## src/rtl/core/murmur3_byte_stream_hash_top_assert.svh

```systemverilog
// Assertion macros shared by the murmur3 byte stream hash RTL.
// Each macro expects signals named clk and rst_n in the enclosing module.
`ifndef MURMUR3_BYTE_STREAM_HASH_TOP_ASSERT_SVH
`define MURMUR3_BYTE_STREAM_HASH_TOP_ASSERT_SVH
`ifndef SYNTHESIS
`define M3BH_ASSERT(label, expr) \
    label: assert property (@(posedge clk) disable iff (!rst_n) (expr)) \
        else $error("m3bh invariant violated");
`define M3BH_ASSERT_NEXT(label, ante, cons) \
    label: assert property (@(posedge clk) disable iff (!rst_n) (ante) |=> (cons)) \
        else $error("m3bh sequence violated");
`else
`define M3BH_ASSERT(label, expr)
`define M3BH_ASSERT_NEXT(label, ante, cons)
`endif
`endif

```

## src/rtl/core/m3bh_pkg.sv

```systemverilog
// Types, constants and helper functions for the murmur3 byte stream hash.
// Used by the front, queue, back and top level modules; depends on nothing.
package m3bh_pkg;

    localparam logic [31:0] C1      = 32'hcc9e2d51;
    localparam logic [31:0] C2      = 32'h1b873593;
    localparam logic [31:0] MIX_ADD = 32'he6546b64;
    localparam logic [31:0] F1      = 32'h85ebca6b;
    localparam logic [31:0] F2      = 32'hc2b2ae35;

    typedef enum logic [1:0] {
        OP_BLOCK,
        OP_BLOCK_FINAL,
        OP_TAIL_FINAL
    } op_kind_t;

    typedef struct packed {
        op_kind_t    kind;
        logic        first;
        logic [31:0] word;
        logic [31:0] length;
    } op_t;

    function automatic logic [31:0] rotl13(input logic [31:0] v);
        return {v[18:0], v[31:19]};
    endfunction

    function automatic logic [31:0] rotl15(input logic [31:0] v);
        return {v[16:0], v[31:17]};
    endfunction

endpackage

```

## src/rtl/core/m3bh_front.sv

```systemverilog
// Front end: accepts message bytes, packs them into little-endian blocks and
// counts the length, then queues block and finish operations. Uses m3bh_pkg.
module m3bh_front (
    input  logic           clk,
    input  logic           rst_n,
    input  logic           s_tvalid,
    output logic           s_tready,
    input  logic [7:0]     s_tdata,   // [7:0] data_byte
    input  logic           s_tlast,
    input  logic           q_full,
    output logic           q_push,
    output m3bh_pkg::op_t  q_op
);

    logic [23:0] part_reg;
    logic [23:0] part_next;
    logic [1:0]  pos_reg;
    logic [1:0]  pos_next;
    logic [31:0] len_reg;
    logic [31:0] len_next;
    logic        first_pending_reg;
    logic        first_pending_next;
    logic        accept;
    logic [31:0] len_inc;
    logic [23:0] part_ins;
    logic        finish_push;
    logic        msg_cleared;

    assign s_tready    = !q_full;
    assign accept      = s_tvalid && s_tready;
    assign len_inc     = len_reg + 32'd1;
    assign finish_push = q_push && (q_op.kind != m3bh_pkg::OP_BLOCK);
    assign msg_cleared = (len_reg == '0) && (pos_reg == 2'd0) && first_pending_reg;

    always_comb
    begin
        part_ins = part_reg;
        unique case (pos_reg)
            2'd0:    part_ins[7:0]   = s_tdata;
            2'd1:    part_ins[15:8]  = s_tdata;
            2'd2:    part_ins[23:16] = s_tdata;
            default: part_ins        = part_reg;
        endcase
    end

    always_comb
    begin
        q_push             = 1'b0;
        q_op.kind          = m3bh_pkg::OP_BLOCK;
        q_op.first         = first_pending_reg;
        q_op.word          = {8'd0, part_ins};
        q_op.length        = len_inc;
        part_next          = part_reg;
        pos_next           = pos_reg;
        len_next           = len_reg;
        first_pending_next = first_pending_reg;
        if (accept)
        begin
            if (pos_reg == 2'd3)
            begin
                q_push    = 1'b1;
                q_op.word = {s_tdata, part_reg};
                q_op.kind = s_tlast ? m3bh_pkg::OP_BLOCK_FINAL : m3bh_pkg::OP_BLOCK;
                part_next = '0;
                pos_next  = 2'd0;
            end
            else
            begin
                part_next = part_ins;
                pos_next  = pos_reg + 2'd1;
                if (s_tlast)
                begin
                    q_push    = 1'b1;
                    q_op.kind = m3bh_pkg::OP_TAIL_FINAL;
                end
            end
            len_next = len_inc;
            if (q_push)
            begin
                first_pending_next = 1'b0;
            end
            if (s_tlast)
            begin
                part_next          = '0;
                pos_next           = 2'd0;
                len_next           = '0;
                first_pending_next = 1'b1;
            end
        end
    end

    always_ff @(posedge clk or negedge rst_n)
    begin
        if (!rst_n)
        begin
            part_reg          <= '0;
            pos_reg           <= '0;
            len_reg           <= '0;
            first_pending_reg <= 1'b1;
        end
        else
        begin
            part_reg          <= part_next;
            pos_reg           <= pos_next;
            len_reg           <= len_next;
            first_pending_reg <= first_pending_next;
        end
    end

`include "murmur3_byte_stream_hash_top_assert.svh"

    `M3BH_ASSERT(a_part_empty_at_block_start, (pos_reg != 2'd0) || (part_reg == '0))
    `M3BH_ASSERT_NEXT(a_finish_clears_message, finish_push, msg_cleared)

endmodule

```

## src/rtl/core/m3bh_queue.sv

```systemverilog
// Short operation queue between the front and back ends of the hash.
// Register storage with one write and one read pointer; uses m3bh_pkg.
module m3bh_queue #(
    parameter int DEPTH = 4
) (
    input  logic           clk,
    input  logic           rst_n,
    input  logic           push,
    input  m3bh_pkg::op_t  push_op,
    output logic           full,
    input  logic           pop,
    output m3bh_pkg::op_t  head_op,
    output logic           empty
);

    localparam int AW = (DEPTH > 1) ? $clog2(DEPTH) : 1;

    m3bh_pkg::op_t   mem_reg [DEPTH];
    logic [AW-1:0]   wr_ptr_reg;
    logic [AW-1:0]   wr_ptr_next;
    logic [AW-1:0]   rd_ptr_reg;
    logic [AW-1:0]   rd_ptr_next;
    logic [AW:0]     count_reg;
    logic [AW:0]     count_next;
    logic            do_push;
    logic            do_pop;

    assign full    = (count_reg == (AW+1)'(DEPTH));
    assign empty   = (count_reg == '0);
    assign do_push = push && !full;
    assign do_pop  = pop && !empty;
    assign head_op = mem_reg[rd_ptr_reg];

    always_comb
    begin
        wr_ptr_next = wr_ptr_reg;
        rd_ptr_next = rd_ptr_reg;
        count_next  = count_reg;
        if (do_push)
        begin
            wr_ptr_next = (wr_ptr_reg == AW'(DEPTH - 1)) ? '0 : wr_ptr_reg + AW'(1);
        end
        if (do_pop)
        begin
            rd_ptr_next = (rd_ptr_reg == AW'(DEPTH - 1)) ? '0 : rd_ptr_reg + AW'(1);
        end
        if (do_push && !do_pop)
        begin
            count_next = count_reg + (AW+1)'(1);
        end
        else if (do_pop && !do_push)
        begin
            count_next = count_reg - (AW+1)'(1);
        end
    end

    always_ff @(posedge clk)
    begin
        if (do_push)
        begin
            mem_reg[wr_ptr_reg] <= push_op;
        end
    end

    always_ff @(posedge clk or negedge rst_n)
    begin
        if (!rst_n)
        begin
            wr_ptr_reg <= '0;
            rd_ptr_reg <= '0;
            count_reg  <= '0;
        end
        else
        begin
            wr_ptr_reg <= wr_ptr_next;
            rd_ptr_reg <= rd_ptr_next;
            count_reg  <= count_next;
        end
    end

`include "murmur3_byte_stream_hash_top_assert.svh"

    `M3BH_ASSERT(a_count_in_range, count_reg <= (AW+1)'(DEPTH))
    `M3BH_ASSERT_NEXT(a_push_only_grows, do_push && !do_pop, count_reg == $past(count_next))

endmodule

```

## src/rtl/core/m3bh_back.sv

```systemverilog
// Back end: mixes queued blocks into the running hash, finishes messages
// and holds the result in an output register. Uses m3bh_pkg.
module m3bh_back (
    input  logic           clk,
    input  logic           rst_n,
    input  logic [31:0]    seed,
    input  logic           q_empty,
    output logic           q_pop,
    input  m3bh_pkg::op_t  q_op,
    output logic           m_tvalid,
    input  logic           m_tready,
    output logic [31:0]    m_tdata    // [31:0] hash
);

    typedef enum logic [2:0] {
        S_IDLE,
        S_K1,
        S_K2,
        S_MIX,
        S_F1,
        S_F2,
        S_OUT
    } state_t;

    state_t          state_reg;
    state_t          state_next;
    logic            out_valid_reg;
    logic            out_valid_next;
    logic [31:0]     out_hash_reg;
    logic [31:0]     out_hash_next;
    m3bh_pkg::op_t   op_reg;
    m3bh_pkg::op_t   op_next;
    logic [31:0]     k_reg;
    logic [31:0]     k_next;
    logic [31:0]     h_reg;
    logic [31:0]     h_next;
    logic [31:0]     t_reg;
    logic [31:0]     t_next;
    logic [31:0]     h_in;
    logic [31:0]     h_rot;
    logic [31:0]     h_mix;

    assign m_tvalid = out_valid_reg;
    assign m_tdata  = out_hash_reg;
    assign h_in     = op_reg.first ? seed : h_reg;
    assign h_rot    = m3bh_pkg::rotl13(h_in ^ k_reg);
    assign h_mix    = {h_rot[29:0], 2'b00} + h_rot + m3bh_pkg::MIX_ADD;

    always_comb
    begin
        state_next     = state_reg;
        out_valid_next = out_valid_reg;
        out_hash_next  = out_hash_reg;
        op_next        = op_reg;
        k_next         = k_reg;
        h_next         = h_reg;
        t_next         = t_reg;
        q_pop          = 1'b0;
        if (out_valid_reg && m_tready)
        begin
            out_valid_next = 1'b0;
        end
        unique case (state_reg)
            S_IDLE:
            begin
                if (!q_empty)
                begin
                    q_pop      = 1'b1;
                    op_next    = q_op;
                    state_next = S_K1;
                end
            end
            S_K1:
            begin
                k_next     = op_reg.word * m3bh_pkg::C1;
                state_next = S_K2;
            end
            S_K2:
            begin
                k_next     = m3bh_pkg::rotl15(k_reg) * m3bh_pkg::C2;
                state_next = S_MIX;
            end
            S_MIX:
            begin
                unique case (op_reg.kind)
                    m3bh_pkg::OP_BLOCK:
                    begin
                        h_next     = h_mix;
                        state_next = S_IDLE;
                    end
                    m3bh_pkg::OP_BLOCK_FINAL:
                    begin
                        h_next     = h_mix;
                        t_next     = h_mix ^ op_reg.length;
                        state_next = S_F1;
                    end
                    default:
                    begin
                        t_next     = h_in ^ k_reg ^ op_reg.length;
                        state_next = S_F1;
                    end
                endcase
            end
            S_F1:
            begin
                t_next     = (t_reg ^ {16'd0, t_reg[31:16]}) * m3bh_pkg::F1;
                state_next = S_F2;
            end
            S_F2:
            begin
                t_next     = (t_reg ^ {13'd0, t_reg[31:13]}) * m3bh_pkg::F2;
                state_next = S_OUT;
            end
            S_OUT:
            begin
                if (!out_valid_reg || m_tready)
                begin
                    out_valid_next = 1'b1;
                    out_hash_next  = t_reg ^ {16'd0, t_reg[31:16]};
                    state_next     = S_IDLE;
                end
            end
            default:
            begin
                state_next = S_IDLE;
            end
        endcase
    end

    always_ff @(posedge clk or negedge rst_n)
    begin
        if (!rst_n)
        begin
            state_reg     <= S_IDLE;
            out_valid_reg <= 1'b0;
            out_hash_reg  <= '0;
        end
        else
        begin
            state_reg     <= state_next;
            out_valid_reg <= out_valid_next;
            out_hash_reg  <= out_hash_next;
        end
    end

    always_ff @(posedge clk)
    begin
        op_reg <= op_next;
        k_reg  <= k_next;
        h_reg  <= h_next;
        t_reg  <= t_next;
    end

endmodule

```

## src/rtl/core/murmur3_byte_stream_hash_top.sv

```systemverilog
// Top level of the MurmurHash3 x86 32-bit byte stream hash.
// Holds the seed register and connects m3bh_front, m3bh_queue and m3bh_back.
//
// Usage: message bytes arrive one per transfer on the s_ channel, with
// s_tlast set on the final byte of each message; every message has at least
// one byte. One 32-bit hash leaves on the m_ channel per message. The seed is
// written on the cfg_ channel (always ready) while no message is in flight
// and applies to every following message.
// The front end takes one byte per cycle while the queue has room. It queues
// one operation per completed four-byte block, the one that ends a message
// also finishing it, and one per message ending in a partial block. The back
// end runs a block through K1, K2 and MIX and a message end on through F1, F2
// and OUT, mostly a serial chain of 32-bit multiplies, so long messages run at
// about one byte per cycle unless the output stalls. When m_tready stays low,
// the finished hash waits in the output register, the back end stops at its
// next result, the queue fills and s_tready falls. Reset clears the seed to
// zero and drops any partial message, queued work and pending result.
module murmur3_byte_stream_hash_top #(
    parameter int QUEUE_DEPTH = 4
) (
    input  logic        clk,
    input  logic        rst_n,
    input  logic        s_tvalid,
    output logic        s_tready,
    input  logic [7:0]  s_tdata,   // [7:0] data_byte
    input  logic        s_tlast,   // last
    output logic        m_tvalid,
    input  logic        m_tready,
    output logic [31:0] m_tdata,   // [31:0] hash
    input  logic        cfg_valid,
    output logic        cfg_ready,
    input  logic [31:0] cfg_data   // [31:0] seed
);

    logic [31:0]    seed_reg;
    logic [31:0]    seed_next;
    logic           q_full;
    logic           q_empty;
    logic           q_push;
    logic           q_pop;
    m3bh_pkg::op_t  push_op;
    m3bh_pkg::op_t  head_op;

    assign cfg_ready = 1'b1;
    assign seed_next = (cfg_valid && cfg_ready) ? cfg_data : seed_reg;

    always_ff @(posedge clk or negedge rst_n)
    begin
        if (!rst_n)
        begin
            seed_reg <= '0;
        end
        else
        begin
            seed_reg <= seed_next;
        end
    end

    m3bh_front u_front (
        .clk      (clk),
        .rst_n    (rst_n),
        .s_tvalid (s_tvalid),
        .s_tready (s_tready),
        .s_tdata  (s_tdata),
        .s_tlast  (s_tlast),
        .q_full   (q_full),
        .q_push   (q_push),
        .q_op     (push_op)
    );

    m3bh_queue #(
        .DEPTH (QUEUE_DEPTH)
    ) u_queue (
        .clk     (clk),
        .rst_n   (rst_n),
        .push    (q_push),
        .push_op (push_op),
        .full    (q_full),
        .pop     (q_pop),
        .head_op (head_op),
        .empty   (q_empty)
    );

    m3bh_back u_back (
        .clk      (clk),
        .rst_n    (rst_n),
        .seed     (seed_reg),
        .q_empty  (q_empty),
        .q_pop    (q_pop),
        .q_op     (head_op),
        .m_tvalid (m_tvalid),
        .m_tready (m_tready),
        .m_tdata  (m_tdata)
    );

endmodule

```

## config.mk

```make
export PLATFORM = sky130hd
export DESIGN_NAME = murmur3_byte_stream_hash_top
export DESIGN_NICKNAME = d
export VERILOG_FILES = /design/src/rtl/core/m3bh_pkg.sv /design/src/rtl/core/m3bh_front.sv /design/src/rtl/core/m3bh_queue.sv /design/src/rtl/core/m3bh_back.sv /design/src/rtl/core/murmur3_byte_stream_hash_top.sv
export VERILOG_INCLUDE_DIRS = /design/src /design/src/rtl/core
export SDC_FILE = /design/constraint.sdc
export NUM_CORES = 2
export LEC_CHECK = 0
export ABC_AREA = 1
export ABC_CLOCK_PERIOD_IN_PS = 12700
export BUFFER_PORTS_ARGS = -buffer_cell sky130_fd_sc_hd__buf_2
export CORE_MARGIN = 10
export CORE_UTILIZATION = 28
export DETAILED_ROUTE_END_ITERATION = 16
export REMOVE_ABC_BUFFERS = 1
export SLEW_MARGIN = 0
export SYNTH_ARGS = -nofsm -noshare
export SYNTH_HDL_FRONTEND = slang
export SYNTH_HIERARCHICAL = 1
export SYNTH_SLANG_ARGS = --single-unit
```

## constraint.sdc

```tcl
create_clock -name clk -period 12.7 [get_ports clk]
set_input_delay 2.54 -clock clk [delete_from_list [all_inputs] [get_ports clk]]
set_output_delay 2.54 -clock clk [all_outputs]
set_load 0.01 [all_outputs]
```

==> impl_metrics.json <==
{
  "max_cap_viol_count": 0,
  "count_of_h_tree_levels_built_during_cts": 3,
  "run_status": "finished, final reports clean",
  "worst-path-buf-inv": 7,
  "drt-vias-per-instance": 4.51,
  "finalSetupTns_ns": 0,
  "path_class": "reg -> reg",
  "finalNetCount": 8543,
  "place.gp.congestion": 0.930,
  "rsz_0062_raised_after_global_routing": "no",
  "final_min_period_over_clock_period": 0.627,
  "avg_inst_size_synth_um2": 9.12,
  "synth_common_cells": "inv_1 (1,793), nand2_1 (1,345), ha_1 (802)",
  "cts_hold_buffers_added": 0,
  "crit_fanout": 10,
  "worst_pin_slew_ns": 1.15,
  "drv_slew": 0,
  "synth-edff-count": 431,
  "dp.final_hpwl_um": 157000,
  "timing.critical_path.mode_cell": "inv_1",
  "synth_xor_area_frac": 0.0259,
  "post_cts_resize_count": 0,
  "slew_headroom": 0.228,
  "overflow": 0,
  "clock_latency_ns": 0.69,
  "r2r_cells": 26,
  "numClockSinks": 565,
  "ys_async_sr_fraction": 0.237,
  "rows": 173,
  "synth.yosys.seq_area_share": 0.260,
  "grt_first_pass_wirelength_um": 291000,
  "grt_antenna_before_repair": 5,
  "die-area_um2": 243000,
  "required_ns": 13.23,
  "cts_setup_buffers": 0,
  "main_combinational_cell_family_by_area_after_synthesis": "adder cells",
  "synth-warning-count": 6,
  "worstSetupStartpointType": "register",
  "post_synth_instance_area_um2": 62700,
  "clock_skew_ns": 0.0502,
  "yosys.area_share.adder": 0.394,
  "synthDominantAreaCellType": "fa_1",
  "flip_flop_count_of_the_largest_register_after_layout": 268,
  "dr.first_iter.drc_count": 3272,
  "worstSetupEndpointType": "register",
  "drcViolationCount": 0,
  "grtUsageTotal": 0.156,
  "timing.critical_path.max_delay_family": "adder cells",
  "layout-area-overhead-vs-synth_pct": 9.78,
  "synth-simple-area-share": 0.129,
  "worst_hold_path_type": "reg -> reg",
  "netlist.area_leader.share": 0.234,
  "timing_hold_violations_final": 0,
  "grt_start_max_net_pins": 115,
  "synth_top_cells_by_area": "fa_1 (23%), edfxtp_1 (21%), ha_1 (16%)",
  "design.core.area_um2": 223000,
  "critical_path.max_stage_delay_ns": 0.92,
  "path_depth": 26,
  "design.portCount": 81,
  "route.detailed.wl_per_inst_um": 19.2,
  "synth_top_flop_cell": "edfxtp_1",
  "worstPathArrival_ns": 8.50,
  "fillerInstances": 23300,
  "grt_pass1_vias": 46500,
  "finalSetupViolCount": 0,
  "final-seq-area_um2": 16300,
  "synthDistinctLibCells": 70,
  "synthesized_area_fraction_occupied_by_ao_oa_aoi_and_oai_cells": 0.0660,
  "dieWidth_um": 493,
  "holdPathStages": 2,
  "synth_most_common_cell": "inv_1",
  "drive_gt1_frac": 0.0493,
  "multiInputGateArea_um2": 39000,
  "clock_tree_from_tritoncts": "done",
  "vias": 45100,
  "post_synth_inst_count": 6881,
  "clock_tree.root_cell": "clkbuf_16",
  "period_needed_ns": 7.97,
  "numCtsBuffers": 72,
  "clk_path_buf_depth": 3,
  "postRouteAntennaNets": 0,
  "synth-seq-cells": 565,
  "start_util": 0.282,
  "path_clk_slew_ns": 0.07,
  "route.final.wire_length_um": 192000,
  "muxShareOfSynthArea": 0.00501,
  "die_height_um": 493,
  "worst_path_slowest_cell": "xnor2_1",
  "drt-pass1-iter-count": 6,
  "achievable-frequency_mhz": 126,
  "place.port_buffers": 79
}
## worst paths after layout
check                                                from                          endpoint  slack (ns)
min in group asynchronous                           rst_n  u_front/part_reg[15]$_DFFE_PN0P_        2.01
hold reg to reg            u_back/m_tdata[20]$_DFFE_PN0P_    u_back/m_tdata[20]$_DFFE_PN0P_        0.47
setup / recovery               u_back/t_reg[22]$_DFFE_PP_        u_back/t_reg[31]$_DFFE_PP_        4.73
max in group asynchronous                           rst_n          seed_reg[18]$_DFFE_PN0P_        9.10
setup reg to reg               u_back/t_reg[22]$_DFFE_PP_        u_back/t_reg[31]$_DFFE_PP_        4.73
hold / removal             u_back/m_tdata[20]$_DFFE_PN0P_    u_back/m_tdata[20]$_DFFE_PN0P_        0.47
## through the flow
stage               worst slack, ns  cells   util  hold WS (ns)  instance area [um^2]
CTS                            4.78   9996  0.309         0.475                 68900
floorplan                      4.38   6769      -         0.436                 62000
global placement               4.70   9863  0.299         0.453                 66500
global route                   4.31   9997  0.309         0.491                 68900
detailed placement             4.81   9863  0.299         0.459                 66500
finish                         4.73   9998  0.309         0.470                 68900
## worst register-to-register path: stages (launching register included)
cell      delay (ns)
edfxtp_1        0.68
xnor2_1         0.92
inv_1           0.22
ha_1            0.36
ha_1            0.32
inv_1           0.07
o21ai_0         0.27
inv_1           0.11
fa_1            0.46
fa_1            0.52
inv_1           0.05
fa_1            0.48
fa_1            0.52
fa_1            0.50
inv_1           0.05
fa_1            0.48
inv_1           0.05
ha_1            0.35
nand2_1         0.14
o21ai_0         0.42
a21oi_1         0.07
or2_2           0.29
nand3_1         0.13
inv_1           0.05
nand3_1         0.08
nand3_1         0.08
nand3_1         0.13
## layout by cell type (no fill, tap or decap), drive strengths merged, types with 30 or more instances in the layout
cell,count
buf,119
o22ai,30
nand4,32
edfxtp,431
fa,733
xor2,120
a21oi,202
o211ai,139
xnor2,58
nor2,251
o21ai,253
dfrtp,133
nand3,220
ha,802
nand2,1366
inv,1806
clkbuf,95
## layout make-up
type | instances | area share
antenna | 2 | 0.0000727
clock buffer | 95 | 0.0292
clock inverter | 38 | 0.00545
inverter | 1801 | 0.0983
multi-input combinational | 4403 | 0.566
sequential | 565 | 0.237
tap | 2975 | 0.0541
timing repair buffer | 119 | 0.0102
## kinds of logic after synthesis
family,count (synthesis)
simple gates,1958
mux,29
compound gates,702
fa+ha+maj,1535
xor+xnor,178
flops,565
buf+inv,1913
other cells,1
## routing by layer
metal,GRT usage,routed length [um],up-vias
met1,0.213,87100,22100
met4,0.0479,6500,2
li1,-,-,21600
met3,0.0266,10300,229
met5,0,13,-
met2,0.253,87500,1128
Power is not shown: default switching activity piles up to over one toggle a cycle in this logic, so the estimate is an artifact.
